`src/hdl/mvpt_ram.sv`:
```
// Generic single-port-write, one-read synchronous RAM, registered read.
// No dependencies.
module mvpt_ram #(
  parameter int unsigned Width = 8,
  parameter int unsigned Depth = 16
) (
  input  logic                     clk_i,
  input  logic                     we_i,
  input  logic [$clog2(Depth)-1:0] waddr_i,
  input  logic [Width-1:0]         wdata_i,
  input  logic [$clog2(Depth)-1:0] raddr_i,
  output logic [Width-1:0]         rdata_o
);
  logic [Width-1:0] mem_q [Depth];

  always_ff @(posedge clk_i) begin
    if (we_i) mem_q[waddr_i] <= wdata_i;
    rdata_o <= mem_q[raddr_i];
  end
endmodule

```
`config.mk`:
```
export PLATFORM = sky130hd
export DESIGN_NAME = mvpt_ram
export DESIGN_NICKNAME = d
export VERILOG_FILES = /design/src/hdl/mvpt_ram.sv
export SDC_FILE = /design/constraint.sdc
export NUM_CORES = 1
export LEC_CHECK = 0
export BUFFER_PORTS_ARGS = -buffer_cell sky130_fd_sc_hd__clkbuf_2
export CAP_MARGIN = 20
export CORE_ASPECT_RATIO = 2
export CORE_MARGIN = 4
export CORE_UTILIZATION = 60
export CTS_CLUSTER_DIAMETER = 40
export DETAILED_ROUTE_END_ITERATION = 10
export GPL_ROUTABILITY_DRIVEN = 0
export GPL_TIMING_DRIVEN = 0
export PLACE_DENSITY = 0.78
export SYNTH_ARGS = -nofsm -noshare
export SYNTH_HDL_FRONTEND = slang
export SYNTH_SLANG_ARGS = --single-unit
```
`constraint.sdc`:
```
create_clock -name clk_i -period 1.92 [get_ports clk_i]
set_input_delay 0.096 -clock clk_i [delete_from_list [all_inputs] [get_ports clk_i]]
set_output_delay 0.096 -clock clk_i [all_outputs]
set_load 0.01 [all_outputs]
```
Word-level counts from Yosys, hierarchy flattened. Memory sizes are Yosys's and may differ from the RTL's. A register that Yosys moved wholly into a read port is not among the register bits. Cells that the tools add are included. W data, S select, Z words.

Register bits: 0. RAM bits: 128. Output and inout bits: 8. Word-level logic and storage cells: 3. Memories kept: 1.

Memories: mem_q (depth 16, bits a word 8, read ports 1, clocked after Yosys merged registers in 1, write ports 1, line 14) `logic [Width-1:0] mem_q [Depth];`.

Muxes and demuxes: 2.

Operators with widths (number): $mux W1 (2).

Logic depth before layout (Yosys ltp). Gate-level depths: netlist (run 1).

Depth after elaboration: 2. Mapped depth: 5.

Least setup slack after synthesis (run 1). OpenSTA, ideal clock, no wires.

Path kind: input to register. Start point: in waddr_i[2]. End point: mem mem_q[0][0] (enable). Arrival time: 1206 ps. Data required time: 1537 ps. Slack: 331 ps. Stages on the path: 2. Path buffers: 0. Cells stage by stage: or3b_2 > nor3_1.

RTL lines: start, declared (line 9) `input logic [$clog2(Depth)-1:0] waddr_i,`; end, declared (line 14).

No word-level cell before the write port.

Worst setup path after layout (run 1).
Start point: in we_i. End point: mem mem_q[0][2] (enable).

Word-level cells in the longest chain between the ends: 2.

RTL lines: start, declared (line 8) `input logic we_i,`; $mux W1 (line 17) `if (we_i) mem_q[waddr_i] <= wdata_i;`; $mux W1 (not written as such) (line 17).

Every way passes these cells.

==> results of run 1 <==
final cells by class:
cell class / instances / area [um^2]
plain buffers: 10 / 86.3
flip-flops and latches: 136 / 4000
repair buffers: 28 / 145
multi-input cells: 83 / 1060
fillers: 498 / 2370
clock buffers: 26 / 531
clock inverters: 6 / 36.3
well taps: 98 / 123
Yosys cell counts:
cell type        count  area [um^2]
a22oi_1             16          120
and2_1               1         6.26
and2b_1              1         7.51
buf_2                3         15.0
buf_4                1         7.51
buf_6                3         33.8
clkdlybuf4s25_2      3         30.0
dfxtp_1              8          160
edfxtp_1           128         3840
mux4_1              14          368
mux4_2              18          405
nand2_1              9         33.8
nand2b_1             2         12.5
nand3_1              1         5.00
nand3b_1             2         15.0
nor2_1              13         48.8
nor2b_1              1         6.26
nor3_1               4         20.0
or3b_2               1         8.76
worst max path at each step:
stage | to | cells after the start | from
6_report | mem_q[0][2] | 4 | we_i
5_1_grt | mem_q[0][2] | 4 | we_i
4_1_cts | mem_q[0][2] | 4 | we_i
3_5_place_dp | mem_q[0][1] | 4 | we_i
3_3_place_gp | mem_q[0][1] | 3 | waddr_i[2]
2_1_floorplan | mem_q[0][0] | 2 | waddr_i[2]
metal layers:
| metal | wire length, um | vias up | share of wire |
|---|---|---|---|
| met5 | 0 | - | 0 |
| met4 | 371 | 0 | 0.038 |
| met3 | 593 | 26 | 0.061 |
| met2 | 5450 | 116 | 0.56 |
| met1 | 3370 | 1254 | 0.34 |
| li1 | - | 1066 | - |
cells by family after synthesis:
logic type,synth area share
compound gates,0.0233
buf+inv,0.0168
flops,0.778
mux,0.150
simple gates,0.0318
power breakdown:
group          internal [mW]  total [mW]  switching, mW
Sequential              3.32        3.34         0.0173
Combinational          0.133       0.322          0.190
Clock                   1.89        2.97           1.08
Total                   5.35        6.64           1.29
state kept, by name (all words and copies together) (netlist names):
name / count
mem_q: 128
rdata_o: 8
critical path: cells and delay by family:
| family | cells | cell delay, ns |
|---|---|---|
| buf+inv | 2 | 0.40 |
| simple gates | 2 | 1.16 |
per-stage QoR:
stage / hold WS (ns) / setup TNS (ns)
after floorplan: 0.195 / 0
after global placement: 0.483 / -2.26
after detailed placement: 0.487 / -0.145
after CTS: 0.121 / 0
after global routing: 0.140 / 0
final: 0.135 / 0
==> results.py, run 1 <==
metrics = {
    "status": {
        "outcome": "complete, no violations",
    },
    "clock_network": {
        "cts-root-buf": "clkbuf_16",
        "cts.sinks": 136,
        "cts_max_level": 4,
        "ctsLongestPathBuffers": 2,
        "clk_pin_slew_worst_paths_ns": 0.05,
        "cts_resized": 0,
        "postCtsSetupRepairBufs": 0,
        "cts_tree": "yes",
        "postCtsHoldBufs": 0,
        "numCtsBuffers": 17,
        "insertion_delay_ns": 0.41,
    },
    "cells_and_area": {
        "syn_to_final_growth_pct": 16.2,
        "fin_util": 0.716,
        "drive_above_1_share": 0.298,
        "nNetsFinal": 294,
        "most-common-layout-cells": "edfxtp_1 (128), clkbuf_2 (24), mux4_2 (18), clkbuf_16 (18), a22oi_1 (16)",
        "fin_area_um2": 5980,
        "n_antenna_cell": 0,
        "finalNonFillerCells": 387,
        "layout_commonest_cell": "edfxtp_1",
    },
    "critical_path": {
        "ff2ff_path_depth": 3,
        "r2r_setup_slack_ns": 0.49,
        "required_ns": 2.04,
        "regToRegEndpoint": "rdata_o[1]",
        "cp.arrival_ns": 1.66,
        "cp-start-kind": "input port",
        "path_cells": "clkbuf_2 -> or3b_2 -> nor3_1 -> buf_4",
        "critPathMaxFanout": 5,
        "reg2reg_from": "mem_q[2][1]",
        "critical-path-slowest-cell": "nor3_1",
        "critPathCaptureType": "flop",
        "slowest_delay_ns": 0.66,
        "crit_type": "input port to flop",
    },
    "global_routing": {
        "grt_first_pass_wirelength_um": 14900,
        "grt_max_degree": 17,
        "use_met2": 0.353,
        "antenna_found_initial": 0,
        "top_usage_layer": "met2",
        "met1_usage": 0.253,
        "overflow": 0,
        "track_usage": 0.216,
        "grtUsageMet3": 0.0747,
        "grt_pass1_vias": 2547,
    },
    "power_and_ir_drop": {
        "vdd_drop_max_mv": 0.896,
        "leakagePower_nw": 2.05,
        "p_per_area_nw_per_um2": 1110,
        "p_total_mw": 6.64,
    },
    "yosys": {
        "synthCells": 229,
        "syn_avg_cell_area_um2": 22.5,
        "yosys_warnings": 0,
        "synth_seq_area_share": 0.778,
        "synth_nets": 247,
        "ys_ff_latch": 136,
        "netlist-cell-type-count": 19,
        "synthesis.area_um2": 5150,
    },
    "timing": {
        "min_period_ns": 1.54,
        "min_period_over_period": 0.803,
        "rsz0062_at_grt": "false",
        "setup_slack_ns": 0.377,
        "setup_viol": 0,
        "slew_violations": 0,
        "hold_viol_final": 0,
        "maxSlewHeadroom": 0.440,
        "fin_worst_skew_ns": 0.00640,
        "tightest_slew_ns": 0.833,
        "fmax_mhz": 648,
    },
    "placement": {
        "post_dp_cell_area_um2": 5420,
        "dp.cells": 355,
        "post-place-ws_ns": -0.0365,
        "place_hpwl_um": 6480,
        "portBuffers": 24,
    },
    "floorplanning": {
        "dieArea_um2": 10200,
        "rows": 47,
        "die_width_um": 73.5,
        "initial_utilization": 0.616,
        "core_area_um2": 8350,
        "fp.dieH_um": 139,
        "ios": 26,
    },
    "routing": {
        "wl_per_cell_um": 25.3,
        "num_vias": 2462,
        "drtIter0Drc": 302,
        "firstDrtPassIters": 4,
        "viasPerCell": 6.36,
        "ant_nets": 0,
        "drc": 0,
        "routed_wl_um": 9790,
    },
    "job": {
        "drv_cap": 0,
    },
    "hold_path": {
        "worstHoldEndpoint": "mem_q[2][6]",
        "hold_depth": 1,
        "hp-start": "wdata_i[6]",
        "hold_class": "input port to flop",
    },
}
Note: power is estimated with default switching activity, not from simulation.
==> run 2: changes to the inputs <==
- ABC_AREA: default -> 1
- CORE_UTILIZATION: 60 -> 55
- PLACE_DENSITY: 0.78 -> 0.75
- clock period: 1.92 -> 1.3 ns (I/O delays scaled with it)
==> run 2 against run 1 <==
Non-clock buffer count increased by 8. Sequential power up 48%. Cell count rose by 91%. Largest cell class unchanged. Wire length grew 42%. Utilization down 6.2 points. Combinational power is 100% higher. Synthesized cell count up 140%. Final area up 12%.
==> results.py, run 2 <==
metrics = {
    "yosys": {
        "syn_avg_cell_area_um2": 10.5,
        "synth_nets": 569,
        "synthTopCellsByArea": "edfxtp_1 (67%), nand2_1 (11%), nand3_1 (8.4%)",
        "ys_ff_latch": 136,
        "synth_seq_area_share": 0.694,
        "synth_commonest_cells": "nand2_1 (173), edfxtp_1 (128), inv_1 (100)",
        "synth-edff-count": 128,
        "netlist-cell-type-count": 12,
        "yosys_warnings": 0,
        "synthesis.area_um2": 5770,
        "synthArstFlopShare": 0,
        "synth_top_area_share": 0.667,
        "synthCells": 551,
        "synth_flop_cell": "edfxtp_1",
        "synth_top_area_cell": "edfxtp_1",
        "yosys.cell_count.top_type": "nand2_1",
    },
    "floorplanning": {
        "rows": 52,
        "ios": 26,
        "fp.dieH_um": 153,
        "dieArea_um2": 12300,
        "die_width_um": 80.4,
        "core_area_um2": 10200,
        "initial_utilization": 0.565,
    },
    "cells_and_area": {
        "n_antenna_cell": 0,
        "most-common-layout-cells": "nand2_1 (173), edfxtp_1 (128), inv_1 (100), nand3_1 (97), clkbuf_2 (22)",
        "largest_reg_flops": 128,
        "fin_util": 0.654,
        "top_register": "mem_q",
        "nNetsFinal": 610,
        "drive_above_1_share": 0.124,
        "top_regs": "mem_q (128), rdata_o (8)",
        "finalNonFillerCells": 740,
        "syn_to_final_growth_pct": 15.9,
        "layout_commonest_cell": "nand2_1",
    },
    "critical_path": {
        "r2r_setup_slack_ns": 0.21,
        "critPathMaxFanout": 8,
        "path_cells": "clkbuf_2 -> nand3b_1 -> nor2_1",
        "regToRegEndpoint": "rdata_o[7]",
        "endpoint": "mem_q[7][4]",
        "critPathCaptureType": "flop",
        "required_ns": 1.34,
        "cp-start-kind": "input port",
        "cp.arrival_ns": 1.17,
        "reg2reg_from": "mem_q[1][7]",
        "ff2ff_path_depth": 6,
        "cp.depth": 3,
        "crit_family": "simple AND/OR/NAND/NOR gates",
        "worstSetupStartpoint": "waddr_i[3]",
        "slowest_delay_ns": 0.77,
        "critical-path-slowest-cell": "nor2_1",
        "crit_type": "input port to flop",
        "crit_buf_inv": 1,
    },
    "global_routing": {
        "grt_max_degree": 17,
        "grt_pass1_vias": 3936,
        "antenna_found_initial": 0,
        "track_usage": 0.246,
        "overflow": 0,
        "grt_first_pass_wirelength_um": 21500,
    },
    "clock_network": {
        "cts_max_level": 4,
        "cts.sinks": 136,
        "cts_resized": 0,
        "postCtsHoldBufs": 0,
        "clk_pin_slew_worst_paths_ns": 0.06,
        "numCtsBuffers": 17,
        "insertion_delay_ns": 0.42,
        "cts-root-buf": "clkbuf_16",
        "ctsLongestPathBuffers": 2,
        "postCtsSetupRepairBufs": 0,
        "cts_tree": "yes",
    },
    "routing": {
        "routed_wl_um": 13900,
        "viasPerCell": 5.34,
        "ant_nets": 0,
        "drc": 0,
        "drtIter0Drc": 483,
        "num_vias": 3952,
        "wl_per_cell_um": 18.8,
        "firstDrtPassIters": 6,
    },
    "power_and_ir_drop": {
        "leakagePower_nw": 2.91,
        "vdd_drop_max_mv": 1.16,
        "p_total_mw": 10.7,
        "p_per_area_nw_per_um2": 1600,
    },
    "timing": {
        "min_period_over_period": 0.871,
        "fin_worst_skew_ns": 0.00562,
        "setup_viol": 0,
        "hold_viol_final": 0,
        "slew_violations": 0,
        "tightest_slew_ns": 0.975,
        "fmax_mhz": 883,
        "min_period_ns": 1.13,
        "holdWs_ns": 0.110,
        "rsz0062_at_grt": "false",
        "maxSlewHeadroom": 0.348,
    },
    "placement": {
        "place_hpwl_um": 9220,
        "portBuffers": 22,
        "dp.cells": 708,
    },
    "status": {
        "outcome": "complete, no violations",
    },
    "hold_path": {
        "hold_class": "input port to flop",
    },
    "job": {
        "drv_cap": 0,
    },
}
[run 2: changes by cell type in the layout (fill, tap and decap cells not counted), moves of 3 or more]
cell             before  now
buf_6                 3    6
mux4_1               14    0
a22oi_1              16    0
nor3_1                4    0
nand2_1               9  173
clkdlybuf4s25_2       3    0
clkinv_2              4    1
clkbuf_8              5    0
mux4_2               18    0
nor2_1               13   17
inv_1                 0  100
nand3_1               1   97
buf_2                 5   13
bufinv_16             0    5
[run 2: kinds of logic after synthesis]
| group | count (synthesis) | share of synthesized area |
|---|---|---|
| buffers and inverters | 126 | 0.0952 |
| AND/OR/NAND/NOR | 289 | 0.210 |
| flip-flops | 136 | 0.694 |
[run 2: worst min path at each step]
| stage | start | to | slack, ns | cells after the start |
|---|---|---|---|---|
| after floorplan | wdata_i[0] | mem_q[0][0] | 0.16 | 0 |
| after global routing | raddr_i[3] | rdata_o[4] | 0.11 | 3 |
| after CTS | wdata_i[2] | mem_q[6][2] | 0.11 | 1 |
| final | wdata_i[2] | mem_q[6][2] | 0.11 | 1 |
| after global placement | rdata_o[2] | rdata_o[2] | 0.45 | 1 |
| after detailed placement | rdata_o[1] | rdata_o[1] | 0.45 | 1 |
[run 2: stage by stage]
stage | cell area (um^2) | TNS (ns) | worst slack [ns]
2_1_floorplan | 5770 | 0 | 0.284
3_3_place_gp | 6050 | -8.84 | -0.225
3_5_place_dp | 6050 | -12.56 | -0.268
4_1_cts | 6680 | 0 | 0.170
5_1_grt | 6680 | 0 | 0.0828
6_report | 6680 | 0 | 0.168
[run 2: area by class of cell]
type / instances / area [um^2]
Buffer: 24 / 166
Clock buffer: 19 / 433
Clock inverter: 13 / 203
Fill cell: 820 / 3530
Inverter: 102 / 383
Multi-Input combinational cell: 289 / 1210
Sequential cell: 136 / 4000
Tap cell: 135 / 169
Timing Repair Buffer: 22 / 110
[run 2: where the power goes]
group / switching [mW] / internal, mW / leakage [nW]
clock network: 1.74 / 3.39 / 0.298
registers: 0.0261 / 4.90 / 1.22
logic: 0.461 / 0.187 / 1.39
total: 2.23 / 8.48 / 2.91
[run 2: routing by layer]
| metal | global-route usage | vias to the layer above | routed length, um |
|---|---|---|---|
| met5 | 0 | - | 0 |
| met4 | 0.138 | 0 | 733 |
| met3 | 0.0583 | 52 | 853 |
| met2 | 0.420 | 196 | 7420 |
| met1 | 0.274 | 1845 | 4920 |
| li1 | - | 1859 | - |
==> run 3: changes to the inputs <==
- CORE_UTILIZATION: 55 -> 40
- PLACE_DENSITY: 0.75 -> default
==> run 3 against run 2 <==
Register-to-register slack hardly changed. Clock-buffer cell count stayed put. Wire length is 0.36% higher. Critical path depth stayed put. Clock skew is 0.00097 ns higher. Clock power is 11% lower. Sequential share of layout area hardly changed. Utilization is 18 points lower. Via count is 4.0% lower. Final area hardly changed. Sequential power hardly changed. Largest power group is now registers. Highest routed layer unchanged.
==> results.py, run 3 (synthesis results as in run 2) <==
metrics = {
    "status": {
        "outcome": "complete, no violations",
    },
    "global_routing": {
        "overflow": 0,
        "grt_pass1_vias": 3874,
        "track_usage": 0.178,
        "grt_max_degree": 17,
        "grt_first_pass_wirelength_um": 21100,
        "antenna_found_initial": 0,
    },
    "timing": {
        "tightest_slew_ns": 1.04,
        "slew_violations": 0,
        "maxSlewHeadroom": 0.305,
        "rsz0062_at_grt": "false",
        "min_period_ns": 1.17,
        "fmax_mhz": 852,
        "min_period_over_period": 0.903,
        "fin_worst_skew_ns": 0.00659,
        "setup_slack_ns": 0.126,
        "setup_viol": 0,
        "hold_viol_final": 0,
        "holdWs_ns": 0.0865,
        "finalSetupTns_ns": 0,
    },
    "routing": {
        "ant_nets": 0,
        "viasPerCell": 4.78,
        "routed_wl_um": 14000,
        "firstDrtPassIters": 5,
        "wl_per_cell_um": 17.6,
        "num_vias": 3794,
        "drc": 0,
        "drtIter0Drc": 350,
    },
    "hold_path": {
        "worstHoldEndpoint": "rdata_o[5]",
        "hold_depth": 4,
        "hp-start": "raddr_i[2]",
        "hold_class": "input port to flop",
    },
    "floorplanning": {
        "fp.dieH_um": 178,
        "dieArea_um2": 16500,
        "ios": 26,
        "initial_utilization": 0.411,
        "die_width_um": 92.9,
        "rows": 61,
        "core_area_um2": 14000,
    },
    "critical_path": {
        "critical-path-slowest-cell": "nor2_1",
        "r2r_setup_slack_ns": 0.20,
        "cp.arrival_ns": 1.21,
        "critPathCaptureType": "flop",
        "cp-start-kind": "input port",
        "path_cells": "clkbuf_2 -> nand3b_1 -> nor2_1",
        "crit_type": "input port to flop",
        "required_ns": 1.34,
        "slowest_delay_ns": 0.82,
        "critPathMaxFanout": 8,
        "reg2reg_from": "mem_q[7][1]",
        "ff2ff_path_depth": 6,
        "regToRegEndpoint": "rdata_o[1]",
    },
    "cells_and_area": {
        "top_regs": "mem_q (128), rdata_o (8)",
        "top_register": "mem_q",
        "drive_above_1_share": 0.124,
        "layout_commonest_cell": "nand2_1",
        "nNetsFinal": 610,
        "finalNonFillerCells": 793,
        "syn_to_final_growth_pct": 15.8,
        "fin_area_um2": 6680,
        "most-common-layout-cells": "nand2_1 (173), edfxtp_1 (128), inv_1 (100), nand3_1 (97), clkbuf_2 (22)",
        "fin_util": 0.475,
        "largest_reg_flops": 128,
        "n_antenna_cell": 0,
    },
    "clock_network": {
        "postCtsHoldBufs": 0,
        "cts_max_level": 4,
        "insertion_delay_ns": 0.42,
        "postCtsSetupRepairBufs": 0,
        "cts_resized": 0,
        "cts-root-buf": "clkbuf_16",
        "cts.sinks": 136,
        "cts_tree": "yes",
        "clk_pin_slew_worst_paths_ns": 0.06,
        "ctsLongestPathBuffers": 2,
        "numCtsBuffers": 17,
    },
    "placement": {
        "post-place-ws_ns": -0.311,
        "post_dp_cell_area_um2": 6110,
        "place_hpwl_um": 9510,
        "dp.cells": 762,
        "portBuffers": 22,
    },
    "job": {
        "drv_cap": 0,
    },
    "power_and_ir_drop": {
        "leakagePower_nw": 2.88,
        "p_per_area_nw_per_um2": 1520,
        "vdd_drop_max_mv": 0.875,
        "p_total_mw": 10.1,
    },
}
==> run 3: cell types whose count changed in the layout (fill, tap and decap cells not counted), sizes merged <==
cell	before	now
clkinv	5	6
bufinv	5	2
clkinvlp	3	4
==> run 3: worst max-delay path by stage <==
stage | start | end | slack (ns) | depth (start not counted)
after floorplan | waddr_i[2] | mem_q[10][0] | 0.28 | 2
after CTS | waddr_i[3] | mem_q[7][4] | 0.12 | 3
after global placement | waddr_i[3] | mem_q[7][0] | -0.26 | 3
after detailed placement | waddr_i[3] | mem_q[7][0] | -0.31 | 3
after global routing | waddr_i[3] | mem_q[7][4] | 0.09 | 3
final | waddr_i[3] | mem_q[7][4] | 0.13 | 3
==> run 3: power by group <==
| part | internal [mW] | switching, mW |
|---|---|---|
| Combinational | 0.187 | 0.450 |
| Sequential | 4.90 | 0.0254 |
| Clock | 2.80 | 1.77 |
| Total | 7.89 | 2.25 |
==> run 3: layout make-up <==
class                      count  area, um^2
tap                          189         236
clock buffer                  19         433
fill                        1322        7370
multi-input combinational    289        1210
clock inverter                12         130
buffer                        24         166
timing repair buffer          22         110
sequential                   136        4000
inverter                     102         383
==> run 3: worst max-delay path, delay by kind of cell <==
kind,cells,cell delay (ns)
buffers and inverters,1,0.10
and+or+nand+nor,2,1.04
==> run 3: metal layers <==
| metal | global-route usage | wire length (um) | part of all wire |
|---|---|---|---|
| met3 | 0.0335 | 529 | 0.038 |
| met5 | 0 | 0 | 0 |
| met1 | 0.186 | 5320 | 0.38 |
| met4 | 0.116 | 697 | 0.050 |
| met2 | 0.318 | 7420 | 0.53 |
